File: src/rtl/gtr_pkg.sv
`timescale 1ns / 1ps
package gtr_pkg;

    // Glob parser context
    typedef enum logic [1:0] {
        CTX_TOP     = 2'd0,
        CTX_BRACE   = 2'd1,
        CTX_BRACKET = 2'd2
    } ctx_t;

    // Result status codes
    localparam logic [1:0] ST_OK        = 2'd0;
    localparam logic [1:0] ST_NESTED    = 2'd1;
    localparam logic [1:0] ST_PREMATURE = 2'd2;
    localparam logic [1:0] ST_EMPTY     = 2'd3;

    // Work kinds handed from front to back
    typedef enum logic [3:0] {
        K_LIT       = 4'd0,   // ch
        K_ESC2      = 4'd1,   // \ ch
        K_OPEN      = 4'd2,   // (?:
        K_CLOSE     = 4'd3,   // )
        K_CLOSE_OPT = 4'd4,   // )?
        K_STAR      = 4'd5,   // [^/]*
        K_QMARK     = 4'd6,   // [^/]
        K_ERR       = 4'd7,   // status-only, nested brace
        K_DONE      = 4'd8    // status-only, end of pattern
    } kind_t;

    typedef struct packed {
        kind_t      kind;
        logic [7:0] ch;
        logic       bar;      // prepend '|' separator
        logic [1:0] status;
    } job_t;

    // Queue between front and back (depth must be a power of two)
    localparam int FIFO_DEPTH = 4;
    localparam int FIFO_AW    = $clog2(FIFO_DEPTH);

    localparam logic [7:0] CH_BSLASH = 8'h5C;
    localparam logic [7:0] CH_LBRACE = 8'h7B;
    localparam logic [7:0] CH_RBRACE = 8'h7D;
    localparam logic [7:0] CH_LBRACK = 8'h5B;
    localparam logic [7:0] CH_RBRACK = 8'h5D;
    localparam logic [7:0] CH_COMMA  = 8'h2C;
    localparam logic [7:0] CH_CARET  = 8'h5E;
    localparam logic [7:0] CH_DOT    = 8'h2E;
    localparam logic [7:0] CH_PLUS   = 8'h2B;
    localparam logic [7:0] CH_LPAREN = 8'h28;
    localparam logic [7:0] CH_RPAREN = 8'h29;
    localparam logic [7:0] CH_DOLLAR = 8'h24;
    localparam logic [7:0] CH_STAR   = 8'h2A;
    localparam logic [7:0] CH_QMARK  = 8'h3F;
    localparam logic [7:0] CH_COLON  = 8'h3A;
    localparam logic [7:0] CH_SLASH  = 8'h2F;
    localparam logic [7:0] CH_BAR    = 8'h7C;

    // Number of body bytes for a kind (separator not counted)
    function automatic logic [2:0] job_len(kind_t k);
        logic [2:0] n;
        n = 3'd1;
        unique case (k)
            K_ESC2, K_CLOSE_OPT: n = 3'd2;
            K_OPEN:              n = 3'd3;
            K_STAR:              n = 3'd5;
            K_QMARK:             n = 3'd4;
            default:             n = 3'd1;
        endcase
        return n;
    endfunction

    // Body byte at position i of a kind
    function automatic logic [7:0] job_byte(kind_t k, logic [7:0] c, logic [2:0] i);
        logic [7:0] b;
        b = 8'h00;
        unique case (k)
            K_LIT:       b = c;
            K_ESC2:      b = (i == 3'd0) ? CH_BSLASH : c;
            K_OPEN: begin
                unique case (i)
                    3'd0:    b = CH_LPAREN;
                    3'd1:    b = CH_QMARK;
                    default: b = CH_COLON;
                endcase
            end
            K_CLOSE:     b = CH_RPAREN;
            K_CLOSE_OPT: b = (i == 3'd0) ? CH_RPAREN : CH_QMARK;
            K_STAR, K_QMARK: begin
                unique case (i)
                    3'd0:    b = CH_LBRACK;
                    3'd1:    b = CH_CARET;
                    3'd2:    b = CH_SLASH;
                    3'd3:    b = CH_RBRACK;
                    default: b = CH_STAR;
                endcase
            end
            default:     b = 8'h00;
        endcase
        return b;
    endfunction

endpackage

File: src/rtl/gtr_front.sv
`timescale 1ns / 1ps
module gtr_front import gtr_pkg::*; (
    input  logic       aclk,
    input  logic       aresetn,
    input  logic       in_fire,
    input  logic       in_mode,
    input  logic [7:0] in_ch,
    output logic       push,
    output job_t       push_job
);

    ctx_t       ctx_reg, ctx_next;
    logic       esc_reg, esc_next;
    logic [1:0] alt_reg, alt_next;
    logic       opt_reg, opt_next;
    logic       bar_reg, bar_next;
    logic [1:0] err_reg, err_next;
    logic       any_reg, any_next;

    logic [1:0] alt_inc;
    logic       opt_close;

    always_comb begin
        ctx_next      = ctx_reg;
        esc_next      = esc_reg;
        alt_next      = alt_reg;
        opt_next      = opt_reg;
        bar_next      = bar_reg;
        err_next      = err_reg;
        any_next      = any_reg;
        push          = 1'b0;
        push_job      = '0;
        push_job.kind = K_LIT;
        push_job.ch   = in_ch;
        push_job.bar  = bar_reg;
        alt_inc       = (ctx_reg == CTX_BRACE && alt_reg < 2'd2) ? alt_reg + 2'd1 : alt_reg;
        opt_close     = opt_reg || (alt_inc == 2'd1);

        if (in_fire) begin
            if (in_mode) begin
                push            = 1'b1;
                push_job.kind   = K_DONE;
                push_job.ch     = 8'h00;
                push_job.bar    = 1'b0;
                if (err_reg != ST_OK)
                    push_job.status = err_reg;
                else if (!any_reg)
                    push_job.status = ST_EMPTY;
                else if (esc_reg || ctx_reg != CTX_TOP)
                    push_job.status = ST_PREMATURE;
                else
                    push_job.status = ST_OK;
                ctx_next = CTX_TOP;
                esc_next = 1'b0;
                alt_next = 2'd0;
                opt_next = 1'b0;
                bar_next = 1'b0;
                err_next = ST_OK;
                any_next = 1'b0;
            end else if (err_reg == ST_OK) begin
                any_next = 1'b1;
                push     = 1'b1;
                bar_next = 1'b0;
                if (esc_reg) begin
                    esc_next = 1'b0;
                end else begin
                    alt_next = alt_inc;
                    unique case (in_ch)
                        CH_BSLASH: esc_next = 1'b1;
                        CH_LBRACE: begin
                            if (ctx_reg == CTX_BRACE) begin
                                // nested brace: status only, separator stays
                                err_next        = ST_NESTED;
                                push_job.kind   = K_ERR;
                                push_job.ch     = 8'h00;
                                push_job.bar    = 1'b0;
                                push_job.status = ST_NESTED;
                                bar_next        = bar_reg;
                            end else if (ctx_reg == CTX_TOP) begin
                                push_job.kind = K_OPEN;
                                ctx_next      = CTX_BRACE;
                                alt_next      = 2'd0;
                                opt_next      = 1'b0;
                            end
                        end
                        CH_RBRACE: begin
                            if (ctx_reg == CTX_BRACE) begin
                                // empty last alternative drops the separator
                                push_job.kind = opt_close ? K_CLOSE_OPT : K_CLOSE;
                                push_job.bar  = bar_reg && (alt_inc != 2'd1);
                                opt_next      = opt_close;
                                ctx_next      = CTX_TOP;
                            end
                        end
                        CH_LBRACK: begin
                            if (ctx_reg == CTX_TOP)
                                ctx_next = CTX_BRACKET;
                        end
                        CH_RBRACK: begin
                            if (ctx_reg == CTX_BRACKET)
                                ctx_next = CTX_TOP;
                        end
                        CH_COMMA: begin
                            if (ctx_reg == CTX_BRACE) begin
                                push = 1'b0;
                                if (alt_inc == 2'd1)
                                    opt_next = 1'b1;
                                else
                                    bar_next = 1'b1;
                                if (alt_inc == 2'd1)
                                    bar_next = bar_reg;
                                alt_next = 2'd0;
                            end
                        end
                        CH_CARET: begin
                            if (ctx_reg != CTX_BRACKET)
                                push_job.kind = K_ESC2;
                        end
                        CH_DOT, CH_PLUS, CH_LPAREN, CH_RPAREN, CH_DOLLAR:
                            push_job.kind = K_ESC2;
                        CH_STAR:  push_job.kind = K_STAR;
                        CH_QMARK: push_job.kind = K_QMARK;
                        default:  push_job.kind = K_LIT;
                    endcase
                end
            end
        end
    end

    always_ff @(posedge aclk) begin
        if (!aresetn) begin
            ctx_reg <= CTX_TOP;
            esc_reg <= 1'b0;
            alt_reg <= 2'd0;
            opt_reg <= 1'b0;
            bar_reg <= 1'b0;
            err_reg <= ST_OK;
            any_reg <= 1'b0;
        end else begin
            ctx_reg <= ctx_next;
            esc_reg <= esc_next;
            alt_reg <= alt_next;
            opt_reg <= opt_next;
            bar_reg <= bar_next;
            err_reg <= err_next;
            any_reg <= any_next;
        end
    end

endmodule

File: src/rtl/gtr_fifo.sv
`timescale 1ns / 1ps
module gtr_fifo import gtr_pkg::*; (
    input  logic aclk,
    input  logic aresetn,
    input  logic push,
    input  job_t push_job,
    input  logic pop,
    output logic full,
    output logic empty,
    output job_t head
);

    job_t               mem_reg [FIFO_DEPTH];
    logic [FIFO_AW-1:0] wr_ptr_reg, wr_ptr_next;
    logic [FIFO_AW-1:0] rd_ptr_reg, rd_ptr_next;
    logic [FIFO_AW:0]   count_reg, count_next;

    assign full  = (count_reg == (FIFO_AW + 1)'(FIFO_DEPTH));
    assign empty = (count_reg == '0);
    assign head  = mem_reg[rd_ptr_reg];

    always_comb begin
        wr_ptr_next = push ? wr_ptr_reg + 1'b1 : wr_ptr_reg;
        rd_ptr_next = pop  ? rd_ptr_reg + 1'b1 : rd_ptr_reg;
        count_next  = count_reg + (FIFO_AW + 1)'(push) - (FIFO_AW + 1)'(pop);
    end

    always_ff @(posedge aclk) begin
        if (!aresetn) begin
            wr_ptr_reg <= '0;
            rd_ptr_reg <= '0;
            count_reg  <= '0;
        end else begin
            wr_ptr_reg <= wr_ptr_next;
            rd_ptr_reg <= rd_ptr_next;
            count_reg  <= count_next;
        end
    end

    always_ff @(posedge aclk) begin
        if (push)
            mem_reg[wr_ptr_reg] <= push_job;
    end

endmodule

File: src/rtl/gtr_back.sv
`timescale 1ns / 1ps
module gtr_back import gtr_pkg::*; (
    input  logic       aclk,
    input  logic       aresetn,
    input  logic       q_empty,
    input  job_t       q_head,
    output logic       q_pop,
    output logic       m_valid,
    input  logic       m_ready,
    output logic [7:0] m_out_byte,
    output logic [1:0] m_status,
    output logic       m_pattern_done,
    output logic       m_last
);

    job_t       cur_reg, cur_next;
    logic       cur_valid_reg, cur_valid_next;
    logic       bar_reg, bar_next;
    logic [2:0] idx_reg, idx_next;

    logic       m_valid_reg, m_valid_next;
    logic [7:0] m_byte_reg, m_byte_next;
    logic [1:0] m_status_reg, m_status_next;
    logic       m_done_reg, m_done_next;
    logic       m_last_reg, m_last_next;

    logic [2:0] len;
    logic       out_last;
    logic       advance;
    logic       step;
    logic       fin;

    always_comb begin
        len      = job_len(cur_reg.kind);
        out_last = !bar_reg && (idx_reg == len - 3'd1);
        advance  = !m_valid_reg || m_ready;
        step     = advance && cur_valid_reg;
        fin      = step && out_last;
        q_pop    = !q_empty && (!cur_valid_reg || fin);

        cur_next       = cur_reg;
        cur_valid_next = cur_valid_reg;
        bar_next       = bar_reg;
        idx_next       = idx_reg;
        if (q_pop) begin
            cur_next       = q_head;
            cur_valid_next = 1'b1;
            bar_next       = q_head.bar;
            idx_next       = 3'd0;
        end else if (fin) begin
            cur_valid_next = 1'b0;
        end else if (step) begin
            if (bar_reg)
                bar_next = 1'b0;
            else
                idx_next = idx_reg + 3'd1;
        end

        m_valid_next  = advance ? cur_valid_reg : m_valid_reg;
        m_byte_next   = m_byte_reg;
        m_status_next = m_status_reg;
        m_done_next   = m_done_reg;
        m_last_next   = m_last_reg;
        if (step) begin
            m_byte_next   = bar_reg ? CH_BAR : job_byte(cur_reg.kind, cur_reg.ch, idx_reg);
            m_status_next = bar_reg ? ST_OK : cur_reg.status;
            m_done_next   = !bar_reg && (cur_reg.kind == K_DONE);
            m_last_next   = out_last;
        end
    end

    always_ff @(posedge aclk) begin
        if (!aresetn) begin
            cur_valid_reg <= 1'b0;
            bar_reg       <= 1'b0;
            idx_reg       <= 3'd0;
            m_valid_reg   <= 1'b0;
        end else begin
            cur_valid_reg <= cur_valid_next;
            bar_reg       <= bar_next;
            idx_reg       <= idx_next;
            m_valid_reg   <= m_valid_next;
        end
    end

    always_ff @(posedge aclk) begin
        cur_reg      <= cur_next;
        m_byte_reg   <= m_byte_next;
        m_status_reg <= m_status_next;
        m_done_reg   <= m_done_next;
        m_last_reg   <= m_last_next;
    end

    assign m_valid        = m_valid_reg;
    assign m_out_byte     = m_byte_reg;
    assign m_status       = m_status_reg;
    assign m_pattern_done = m_done_reg;
    assign m_last         = m_last_reg;

`ifndef SYNTHESIS
    // separator only precedes the first body byte
    a_bar_first: assert property (@(posedge aclk) disable iff (!aresetn)
        cur_valid_reg && bar_reg |-> idx_reg == 3'd0)
        else $error("separator pending past first byte");

    a_idx_range: assert property (@(posedge aclk) disable iff (!aresetn)
        cur_valid_reg |-> idx_reg < job_len(cur_reg.kind))
        else $error("byte index beyond expansion");

    // status-only results are single and carry no byte
    a_status_single: assert property (@(posedge aclk) disable iff (!aresetn)
        m_valid_reg && m_status_reg != ST_OK |-> m_last_reg && m_byte_reg == 8'h00)
        else $error("error status on a byte result");

    a_done_single: assert property (@(posedge aclk) disable iff (!aresetn)
        m_valid_reg && m_done_reg |-> m_last_reg && m_byte_reg == 8'h00)
        else $error("end result not a lone status result");
`endif

endmodule

File: src/rtl/glob_to_regex_translator.sv
`timescale 1ns / 1ps
// Path: an accepted request is queued, loaded as the back end's current job, then registered at the output.
// Throughput: one request per cycle while the 4-entry queue has room; the back end emits one regex
//   byte per cycle unless m_ready stalls it, 0 to 6 bytes per request (separator plus expansion bytes).
// Reset: aresetn synchronous active low; clears parser context, queue and output valid.
module glob_to_regex_translator import gtr_pkg::*; (
    input  logic       aclk,
    input  logic       aresetn,
    input  logic       s_valid,
    output logic       s_ready,
    input  logic       s_mode,
    input  logic [7:0] s_ch,
    output logic       m_valid,
    input  logic       m_ready,
    output logic [7:0] m_out_byte,
    output logic [1:0] m_status,
    output logic       m_pattern_done,
    output logic       m_last
);

    logic q_push;
    job_t q_push_job;
    logic q_pop;
    logic q_full;
    logic q_empty;
    job_t q_head;

    // Front takes a request whenever the queue has room; separators produce no output and only
    // update parser state, while bytes after an error are dropped and change nothing.
    assign s_ready = !q_full;

    gtr_front u_front (
        .aclk     (aclk),
        .aresetn  (aresetn),
        .in_fire  (s_valid && s_ready),
        .in_mode  (s_mode),
        .in_ch    (s_ch),
        .push     (q_push),
        .push_job (q_push_job)
    );

    // Classified work: expansion kind, literal byte, separator flag, status.
    gtr_fifo u_fifo (
        .aclk     (aclk),
        .aresetn  (aresetn),
        .push     (q_push),
        .push_job (q_push_job),
        .pop      (q_pop),
        .full     (q_full),
        .empty    (q_empty),
        .head     (q_head)
    );

    // Back end serializes each job into regex bytes through an output register.
    gtr_back u_back (
        .aclk           (aclk),
        .aresetn        (aresetn),
        .q_empty        (q_empty),
        .q_head         (q_head),
        .q_pop          (q_pop),
        .m_valid        (m_valid),
        .m_ready        (m_ready),
        .m_out_byte     (m_out_byte),
        .m_status       (m_status),
        .m_pattern_done (m_pattern_done),
        .m_last         (m_last)
    );

endmodule
File: config.mk
export PLATFORM = sky130hd
export DESIGN_NAME = glob_to_regex_translator
export DESIGN_NICKNAME = d
export VERILOG_FILES = /design/src/rtl/gtr_pkg.sv /design/src/rtl/gtr_front.sv /design/src/rtl/gtr_fifo.sv /design/src/rtl/gtr_back.sv /design/src/rtl/glob_to_regex_translator.sv
export SDC_FILE = /design/constraint.sdc
export NUM_CORES = 1
export LEC_CHECK = 0
export CORE_MARGIN = 2
export CORE_UTILIZATION = 30
export CTS_BUF_LIST = sky130_fd_sc_hd__clkbuf_16
export DETAILED_ROUTE_END_ITERATION = 7
export DONT_BUFFER_PORTS = 1
export GPL_ROUTABILITY_DRIVEN = 0
export GPL_TIMING_DRIVEN = 1
export PLACE_DENSITY = 0.48
export SYNTH_ARGS = -nofsm -noshare
export SYNTH_HDL_FRONTEND = slang
export SYNTH_SLANG_ARGS = --single-unit
File: constraint.sdc
create_clock -name aclk -period 7.95 [get_ports aclk]
set_input_delay 1.9875 -clock aclk [delete_from_list [all_inputs] [get_ports aclk]]
set_output_delay 1.9875 -clock aclk [all_outputs]
set_load 0.1 [all_outputs]
==> metrics.txt, run 1 <==
Remaining DRCs=0; CTS clk-pin slew, worst paths=roughly 70 ps; worst-path cell chain=nor4b_1, and2_1, nor4b_1, nor2_1, inv_1, ha_1, inv_1, ha_1, inv_1, fa_1, xor2_1, xnor2_1, nor2_1; CP Data Arrival Time=4780 ps; CP Launch Type=input port; Fin. Hold Viols=0; Avg WL per Cell=16.2 um; vias per cell=slightly above 5; CTS tree=done; Overflow after GRT=0; PostCTS Resize Cnt=0; CP most frequent cell=inv_1; die area=roughly 0.018 mm^2; Final WS setup=3390 ps; die width=135 um; crit-path max FO=7; sequential cell area fraction in the yosys report=approximately three fifths; total CTS buffers=9; flops & latches, synth=110; pre-CTS setup slack=3000 ps; die span in y=135 um; IO Port Bufs=0; commonest non-fill, non-tap cell in the layout=edfxtp_1; mapped cell area=~0.0052 mm^2; core area=about 0.017 mm^2; drt initial violations=171; I/O pin cnt=27; PwrDens=385 mW/mm^2; Leak Pwr=1.85 nW; vias in the first global route=3,170; Clock Skew=between 9 and 10 ps; Tmin final=4560 ps; First-pass DRT Iterations=5; Setup violations, final=0; CP delay by family, top=simple AND/OR/NAND/NOR gates; post-route clock period utilization=between 50% and 60%; clk buf depth=2; Max rail drop VDD=roughly 0.22 mV; slowest stage delay, CP=570 ps; Setup Buffers After CTS=0; share of the synthesized area in the top cell type=49.9%; first-pass GRT wire length=between 15,000 and 20,000 um; row count=48; Routed Antenna Nets=0; antenna violations before repair=0; unique cell type count in the Yosys netlist=63; via count=3,227; Max-Cap Viols=0; hpwl dp=7250 um; crit end category=flip-flop; clk_lat worst skew=350 ps; Synth async-reset ratio=0%; Fmax=219 MHz; clk sinks=110; total global-route track usage=12.0%; Final Max Tran Viols=0; Worst Hold Class=reg2reg; Cells after Synth=around 410; CP max-delay cell=nor4b_1; fillers=approximately 1,700; htree depth=3; EDFF count, synth=86; crit path kind=in2reg; critical path required time=slightly above 8000 ps; Initial Utilization=30.4%; Detailed Route WL=10,300 um; largest net degree at the start of global routing=21; share of cells above drive strength 1=a little over a tenth; final net count=between 400 and 500; commonest non-fill, non-tap cells in the layout=edfxtp_1 (86), nor2_1 (33), dfxtp_1 (24), nand2_1 (21), a21oi_1 (19); CTS Hold Buffers Added=0; # diodes=0; predominant post-synthesis flop cell=edfxtp_1; max reg flops=60; Least-Margin Pin Slew=1070 ps; Worst Path Buf+Inv=3; Synth area leaders=edfxtp_1 (50%), dfxtp_1 (9.3%), mux4_2 (6.5%), ha_1 (2.9%), nor2_1 (2.4%); unrepaired setup endpoints after global routing=false; clk root buf=clkbuf_16; setup tns final=0 ps; worst relative slew slack=28.4%; status=complete, no violations; Avg Cell Area, Syn=approximately 13 um^2; post-synth net total=438; Area Overhead vs Synth=9.64%; synth warn=0; area leader, netlist=edfxtp_1
-- stage by stage --
| step | instances | area, um^2 | hold WS (ps) | utilization (%) | total power [mW] |
|---|---|---|---|---|---|
| finish | 636 | 5680 | 492 | 33.3 | 2.19 |
| global route | 636 | 5680 | 523 | 33.3 | 2.32 |
| CTS | 636 | 5680 | 493 | 33.3 | 2.21 |
| detailed placement | 620 | 5380 | 483 | 31.5 | 1.76 |
| global placement | 620 | 5380 | 461 | 31.5 | 1.75 |
| floorplan | 412 | 5180 | 449 | - | 1.63 |
-- worst reg2reg max path, cell delays in order (launching register included) --
cell,delay [ps]
edfxtp_1,560
or3b_1,480
a21oi_4,240
ha_1,200
xnor2_1,80
nor4_1,240
o21ai_2,180
o31ai_4,330
and2_1,750
ha_1,370
inv_1,60
ha_1,130
inv_1,50
fa_1,390
xor2_1,170
xnor2_1,140
nor2_1,50
-- report_power, final --
group | switching [mW] | total (mW) | leakage, nW | internal [mW]
clock | 0.202 | 0.446 | 0.142 | 0.245
combinational | 0.330 | 0.573 | 0.693 | 0.242
sequential | 0.341 | 1.17 | 1.01 | 0.828
-- cells in the mapped netlist (all sizes together), types with 2 or more instances --
cell    instances
or3             7
or4             2
or2             2
buf             6
nand2          21
dfxtp          24
ha             12
a21boi          2
clkbuf         12
o21ai          18
nor3b           3
nor2b           8
nand2b          9
a211o           2
a211oi          4
o21bai          2
mux2i           5
or3b            2
nor4            7
xnor2           7
nand4           2
and2           12
a32oi           2
xor2            2
nand4b          3
o31ai           4
mux4           15
nor3           18
and3            3
nor2           34
nor4b           4
a22oi           3
a31oi           6
inv            19
edfxtp         86
o22ai           2
nand3           8
a21oi          20
-- cell families after synthesis --
family,share of synthesized area (%)
AO/OA/AOI/OAI,10.0
XOR/XNOR,1.67
adder cells (fa/ha/maj),3.29
buffers and inverters,3.14
flip-flops,59.1
multiplexers,7.49
AND/OR/NAND/NOR,15.3
-- area by class of cell --
class | instances | area (um^2) | share of cell area, %
well taps | 225 | 282 | 4.96
multi-input cells | 264 | 1950 | 34.4
flip-flops and latches | 110 | 3060 | 53.9
inverters | 20 | 75.1 | 1.32
repair buffers | 1 | 7.51 | 0.132
clock inverters | 7 | 72.6 | 1.28
clock buffers | 9 | 225 | 3.97
-- final timing paths --
path         slack [ps]                               from                           endpoint  cells after the start
max reg2reg        3400       u_back.cur_reg[12]$_DFFE_PP_     u_fifo.count_reg[2]$_SDFF_PN0_                     16
max                3390                            s_ch[4]     u_fifo.count_reg[2]$_SDFF_PN0_                     13
min reg2reg         490  u_fifo.rd_ptr_reg[1]$_SDFFE_PN0P_  u_fifo.rd_ptr_reg[1]$_SDFFE_PN0P_                      2
min                 490  u_fifo.rd_ptr_reg[1]$_SDFFE_PN0P_  u_fifo.rd_ptr_reg[1]$_SDFFE_PN0P_                      2
-- layer usage --
layer / up-vias / GRT usage, % / routed length (um)
met5: - / 0 / 0
met4: 0 / 3.07 / 132
met3: 9 / 3.93 / 457
met2: 88 / 19.1 / 4820
met1: 1580 / 16.0 / 4920
li1: 1550 / - / -
No activity file was read; power rests on OpenSTA's default activity.
==> inputs of run 2 (changes only) <==
--- a/config.mk
+++ b/config.mk
@@ -12,7 +12,7 @@
 export DONT_BUFFER_PORTS = 1
 export GPL_ROUTABILITY_DRIVEN = 0
 export GPL_TIMING_DRIVEN = 1
-export PLACE_DENSITY = 0.48
+export PLACE_DENSITY = 0.49
 export SYNTH_ARGS = -nofsm -noshare
 export SYNTH_HDL_FRONTEND = slang
 export SYNTH_SLANG_ARGS = --single-unit
==> constraint.sdc (replaced) <==
create_clock -name aclk -period 3.65 [get_ports aclk]
set_input_delay 0.9125 -clock aclk [delete_from_list [all_inputs] [get_ports aclk]]
set_output_delay 0.9125 -clock aclk [all_outputs]
set_load 0.1 [all_outputs]
==> run 2 against run 1 <==
  * Sequential cell count unchanged
  * Clock-buffer cell count unchanged
  * Combinational power increased to 2.8 times the previous value
  * Clock power increased by 130%
  * Register-to-register slack got worse by 3200 ps
  * Setup slack got worse by 3200 ps
  * Critical endpoint unchanged
  * Sequential share of layout area decreased by 1.7 points
  * Clock skew decreased by 1.1 ps
==> metrics.txt, run 2 (synthesis results as in run 1) <==
status=complete, no violations (unchanged); largest net degree at the start of global routing=21 (unchanged); max reg flops=60 (unchanged); Area Overhead vs Synth=13.2% (was 9.64%); R2R depth=16 (unchanged); first-pass GRT wire length=17,500 um (was 17,000 um); First-pass DRT Iterations=4 (was 5); drt initial violations=179 (was 171); via count=3,211 (was 3,227); total CTS buffers=9 (unchanged); Overflow after GRT=0 (unchanged); hpwl dp=7420 um (was 7250 um); IO Port Bufs=0 (unchanged); Least-Margin Pin Slew=894 ps (was 1070 ps); clk buf depth=2 (unchanged); I/O pin cnt=27 (unchanged); Routed Antenna Nets=0 (unchanged); CTS tree=done (unchanged); CP Launch Type=flip-flop (was input port); Max rail drop VDD=0.500 mV (was 0.220 mV); vias in the first global route=3,286 (was 3,170); die width=135 um (unchanged); Initial Utilization=30.4% (unchanged); crit end category=flip-flop (unchanged); crit path kind=reg2reg (was in2reg); Detailed Route WL=10,500 um (was 10,300 um); post-route clock period utilization=93.6%; Worst Hold Class=reg2reg (unchanged); final net count=446 (was 432); CTS Hold Buffers Added=0 (unchanged); CTS clk-pin slew, worst paths=80 ps (was 70 ps); Fin. Hold Viols=0 (unchanged); PwrDens=862 mW/mm^2 (was 385 mW/mm^2); total global-route track usage=12.3% (was 12.0%); share of cells above drive strength 1=16.5% (was 10.9%); Final Util=34.4% (was 33.3%); htree depth=3 (unchanged); Avg WL per Cell=16.2 um (about the same); worst relative slew slack=40.6% (was 28.4%); # diodes=0 (unchanged); commonest non-fill, non-tap cell in the layout=edfxtp_1 (unchanged); die area=0.0183 mm^2 (unchanged); setup tns final=0 ps (unchanged); Max-Cap Viols=0 (unchanged); clk sinks=110 (unchanged); row count=48 (unchanged); vias per cell=4.94 (was 5.07); Tmin final=3420 ps; Final Max Tran Viols=0 (unchanged); die span in y=135 um (unchanged); Clock Skew=8.14 ps (was 9.28 ps); CP Data Arrival Time=3640 ps (was 4780 ps); fillers=1,695 (was 1,718); critical path required time=3870 ps (was 8170 ps); antenna violations before repair=0 (unchanged); core area=0.0171 mm^2 (unchanged); clk root buf=clkbuf_16 (unchanged); hold depth=2 (unchanged); Setup violations, final=0 (unchanged); Fmax=293 MHz; commonest non-fill, non-tap cells in the layout=edfxtp_1 (86), nor2_1 (33), dfxtp_1 (24), nand2_1 (21), a21oi_1 (19) (unchanged); crit-path max FO=3 (was 7); Leak Pwr=1.93 nW (was 1.85 nW); clk_lat worst skew=340 ps (was 350 ps); Remaining DRCs=0 (unchanged)
## run 2: changes by cell type in the layout (fill, tap and decap cells not counted), moves of 2 or more
cell | before | now
buf_4 | 1 | 15
ha_1 | 12 | 9
inv_8 | 0 | 3
clkinv_2 | 2 | 0
ha_4 | 0 | 2
inv_1 | 18 | 16
## run 2: per-layer routing
metal / vias up / GRT usage (%) / routed length, um / part of all wire (%)
li1: 1567 / - / - / -
met1: 1574 / 17.0 / 5120 / 49
met2: 59 / 19.4 / 4880 / 46
met3: 11 / 2.69 / 392 / 3.7
met4: 0 / 3.76 / 144 / 1.4
met5: - / 0 / 0 / 0
## run 2: final cells by class
class	instances	area (um^2)	share of cell area [%]
well taps	225	282	4.80
multi-input cells	264	2010	34.3
inverters	20	77.6	1.32
flip-flops and latches	110	3060	52.3
clock buffers	9	225	3.84
repair buffers	15	113	1.92
clock inverters	7	88.8	1.52
## run 2: power by group
group          switching (mW)  total [mW]  internal (mW)
sequential              0.653        2.45           1.80
clock                   0.471        1.02          0.551
combinational           0.885        1.58          0.692
total                    2.01        5.05           3.04
## run 2: stage by stage
stage          total power, mW  cell area [um^2]  hold WS (ps)  setup slack [ps]  cells
3_5_place_dp              3.97              5480           480               120    633
5_1_grt                   5.37              5860           526             -9.40    650
6_report                  5.05              5860           486               232    650
3_3_place_gp              3.93              5480           461               188    633
4_1_cts                   5.00              5790           491               112    649
2_1_floorplan             3.55              5180           449              5.55    412
## run 2: path summary, 6_finish.rpt
kind / slack, ps / end / start
max: 230 / u_fifo.count_reg[2]$_SDFF_PN0_ / u_back.cur_reg[13]$_DFFE_PP_
min: 490 / u_fifo.rd_ptr_reg[1]$_SDFFE_PN0P_ / u_fifo.rd_ptr_reg[1]$_SDFFE_PN0P_
max reg2reg: 230 / u_fifo.count_reg[2]$_SDFF_PN0_ / u_back.cur_reg[13]$_DFFE_PP_
min reg2reg: 490 / u_fifo.rd_ptr_reg[1]$_SDFFE_PN0P_ / u_fifo.rd_ptr_reg[1]$_SDFFE_PN0P_
## run 2: worst max-delay path: stages (launching register included)
cell and delay [ps]:
edfxtp_1 430, or3b_4 430, a21oi_4 170, ha_2 220, xnor2_2 80, nor4_2 290
o21ai_2 120, o31ai_4 200, and2_4 210, ha_4 200, inv_4 50, ha_4 120
inv_2 40, fa_2 370, xor2_1 150, xnor2_1 150, nor2_1 60
## run 2: what timing repair did
item | in CTS | in global routing
setup endpoints to repair | 0 | 1
gates resized for setup | 0 | 15
buffers inserted | 0 | 1
==> inputs of run 3 (changes only) <==
==> constraint.sdc (replaced) <==
create_clock -name aclk -period 3.65 [get_ports aclk]
set_input_delay 0 -clock aclk [delete_from_list [all_inputs] [get_ports aclk]]
set_output_delay 0 -clock aclk [all_outputs]
set_load 0.1 [all_outputs]
==> run 3 against run 2 <==
  * Worst hold slack lost 470 ps
  * Non-clock buffer count rose by 9
  * Design area grew 0.56%
  * Critical endpoint unchanged
  * Clock-buffer cell count stayed put
  * Sequential cell count unchanged
  * Total power shrank 2.8%
  * Sequential power is essentially flat
  * Largest cell class unchanged
  * Combinational power shrank 5%
  * Clock power shrank 4%
==> metrics.txt, run 3 (synthesis results as in run 1) <==
Placed Area=0.00547 mm^2 (was 0.00548 mm^2); Clock Skew=7.21 ps (was 8.14 ps); Final Max Tran Viols=0 (unchanged); clk sinks=110 (unchanged); htree depth=3 (unchanged); CTS tree=done (unchanged); antenna violations before repair=0 (unchanged); Fmax=292 MHz (was 293 MHz); worst hold slack=17.2 ps (was 486 ps); Setup violations, final=0 (unchanged); CP delay by family, top=adder cells (was simple AND/OR/NAND/NOR gates); commonest non-fill, non-tap cell in the layout=edfxtp_1 (unchanged); core area=0.0171 mm^2 (unchanged); die span in y=135 um (unchanged); Overflow after GRT=0 (unchanged); Area Overhead vs Synth=13.8% (was 13.2%); largest net degree at the start of global routing=20 (was 21); IO Port Bufs=0 (unchanged); max reg flops=60 (unchanged); hold path startpoint=s_mode (was u_fifo.rd_ptr_reg[1]$_SDFFE_PN0P_); critical path required time=3870 ps (about the same); share of cells above drive strength 1=13.4% (was 16.5%); die area=0.0183 mm^2 (unchanged); Avg WL per Cell=16.3 um (was 16.2 um); Max rail drop VDD=0.443 mV (was 0.500 mV); total global-route track usage=12.5% (was 12.3%); R2R depth=16 (unchanged); status=complete, no violations (unchanged); via count=3,342 (was 3,211); die width=135 um (unchanged); PwrDens=833 mW/mm^2 (was 862 mW/mm^2); Least-Margin Pin Slew=902 ps (was 894 ps); crit-path max FO=3 (unchanged); I/O pin cnt=27 (unchanged); setup tns final=0 ps (unchanged); Max-Cap Viols=0 (unchanged); worst setup path startpoint=u_back.cur_reg[13]$_DFFE_PP_ (unchanged); first-pass GRT wire length=17,400 um (was 17,500 um); clk_lat worst skew=350 ps (was 340 ps); post-route clock period utilization=93.7% (was 93.6%); Initial Utilization=30.4% (unchanged); drt initial violations=233 (was 179); Routed Antenna Nets=0 (unchanged); row count=48 (unchanged); Worst R2R Start=u_back.cur_reg[13]$_DFFE_PP_ (unchanged); Non-Filler Instances=659 (was 650); Final Cell Area=0.00589 mm^2 (was 0.00586 mm^2); First-pass DRT Iterations=4 (unchanged); CTS clk-pin slew, worst paths=70 ps (was 80 ps); Detailed Route WL=10,700 um (was 10,500 um); hpwl dp=7360 um (was 7420 um); final net count=455 (was 446); worst-path cell chain=or3b_1, a21oi_4, ha_1, xnor2_2, o31a_1, o21ai_2, o31ai_4, and2_1, ha_1, inv_1, ha_1, inv_1, fa_1, xor2_1, xnor2_1, nor2_1 (was or3b_4, a21oi_4, ha_2, xnor2_2, nor4_2, o21ai_2, o31ai_4, and2_4, ha_4, inv_4, ha_4, inv_2, fa_2, xor2_1, xnor2_1, nor2_1); Inst Count DP=632 (was 633); vias per cell=5.07 (was 4.94); total CTS buffers=9 (unchanged); Leak Pwr=1.96 nW (was 1.93 nW); CP most frequent cell=ha_1 (was ha_4); commonest non-fill, non-tap cells in the layout=edfxtp_1 (86), nor2_1 (33), dfxtp_1 (24), nand2_1 (21) (was edfxtp_1 (86), nor2_1 (33), dfxtp_1 (24), nand2_1 (21), a21oi_1 (19)); unrepaired setup endpoints after global routing=false; Hold EP=u_fifo.mem_reg[1][11]$_DFFE_PP_ (was u_fifo.rd_ptr_reg[1]$_SDFFE_PN0P_); reg2reg end=u_fifo.count_reg[2]$_SDFF_PN0_ (unchanged); clk buf depth=2 (unchanged); crit path kind=reg2reg (unchanged); vias in the first global route=3,344 (was 3,286); Worst Path Buf+Inv=2 (unchanged); worst relative slew slack=40.0% (was 40.6%); slowest stage delay, CP=410 ps (was 430 ps); Tmin final=3420 ps (about the same); Remaining DRCs=0 (unchanged); # diodes=0 (unchanged); clk root buf=clkbuf_16 (unchanged); Worst Hold Class=in2reg (was reg2reg); Fin. Hold Viols=0 (unchanged); r2r setup slk=230 ps (about the same); hold depth=2 (unchanged); CP max-delay cell=or3b_1 (was edfxtp_1); CP Launch Type=flip-flop (unchanged); CP Data Arrival Time=3640 ps (about the same); Setup Buffers After CTS=0 (unchanged); crit end category=flip-flop (unchanged)
## run 3: changes by cell type in the layout (fill, tap and decap cells not counted), sizes merged
cell | before | now
dlygate4sd3 | 0 | 11
inv | 23 | 21
buf | 15 | 13
clkinv | 2 | 5
clkinvlp | 1 | 0
## run 3: worst reg2reg max path: stages (launching register included)
cell and delay, ps:
edfxtp_1 400, or3b_1 410, a21oi_4 210, ha_1 210, xnor2_2 140, o31a_1 180
o21ai_2 90, o31ai_4 240, and2_1 170, ha_1 230, inv_1 60, ha_1 140
inv_1 50, fa_1 390, xor2_1 160, xnor2_1 160, nor2_1 50
## run 3: worst max-delay path by stage
stage / slack (ps) / end / cells after the start
floorplan: 6 / u_fifo.count_reg[2]$_SDFF_PN0_ / 19
global placement: 290 / u_fifo.count_reg[2]$_SDFF_PN0_ / 16
detailed placement: 230 / u_fifo.count_reg[2]$_SDFF_PN0_ / 16
CTS: 200 / u_fifo.count_reg[2]$_SDFF_PN0_ / 16
global route: 10 / u_fifo.count_reg[2]$_SDFF_PN0_ / 16
finish: 230 / u_fifo.count_reg[2]$_SDFF_PN0_ / 16
## run 3: what timing repair did
action / in CTS / in global routing
endpoints found under the setup margin: 0 / 1
endpoints found under the hold margin: 42 / 0
hold buffers: 11 / 0
resized for setup: 0 / 2
## run 3: metrics by stage
stage	setup slack [ps]	util, %	power (mW)
CTS	196	34.5	4.95
detailed placement	230	32.1	3.95
floorplan	5.55	-	3.55
finish	231	34.6	4.91
global placement	291	32.1	3.93
global route	11.7	34.6	5.21
## run 3: layer usage
layer	share of wire [%]	global-route usage [%]	routed length, um	vias up
met3	5.5	3.74	584	14
met1	45	15.4	4850	1659
met2	47	20.8	5070	83
li1	-	-	-	1586
met5	0	0	0	-
met4	1.9	4.17	205	0
## run 3: power by group
group	total [mW]	internal, mW	switching [mW]	leakage (nW)
Combinational	1.50	0.642	0.858	0.799
Sequential	2.43	1.80	0.633	1.01
Clock	0.975	0.534	0.440	0.151
## run 3: final cells by class
class,count,area (um^2)
well taps,225,282
clock inverters,7,73.8
multi-input cells,264,1970
flip-flops and latches,110,3060
fillers,1691,11200
clock buffers,9,225
inverters,20,75.1
repair buffers,24,208
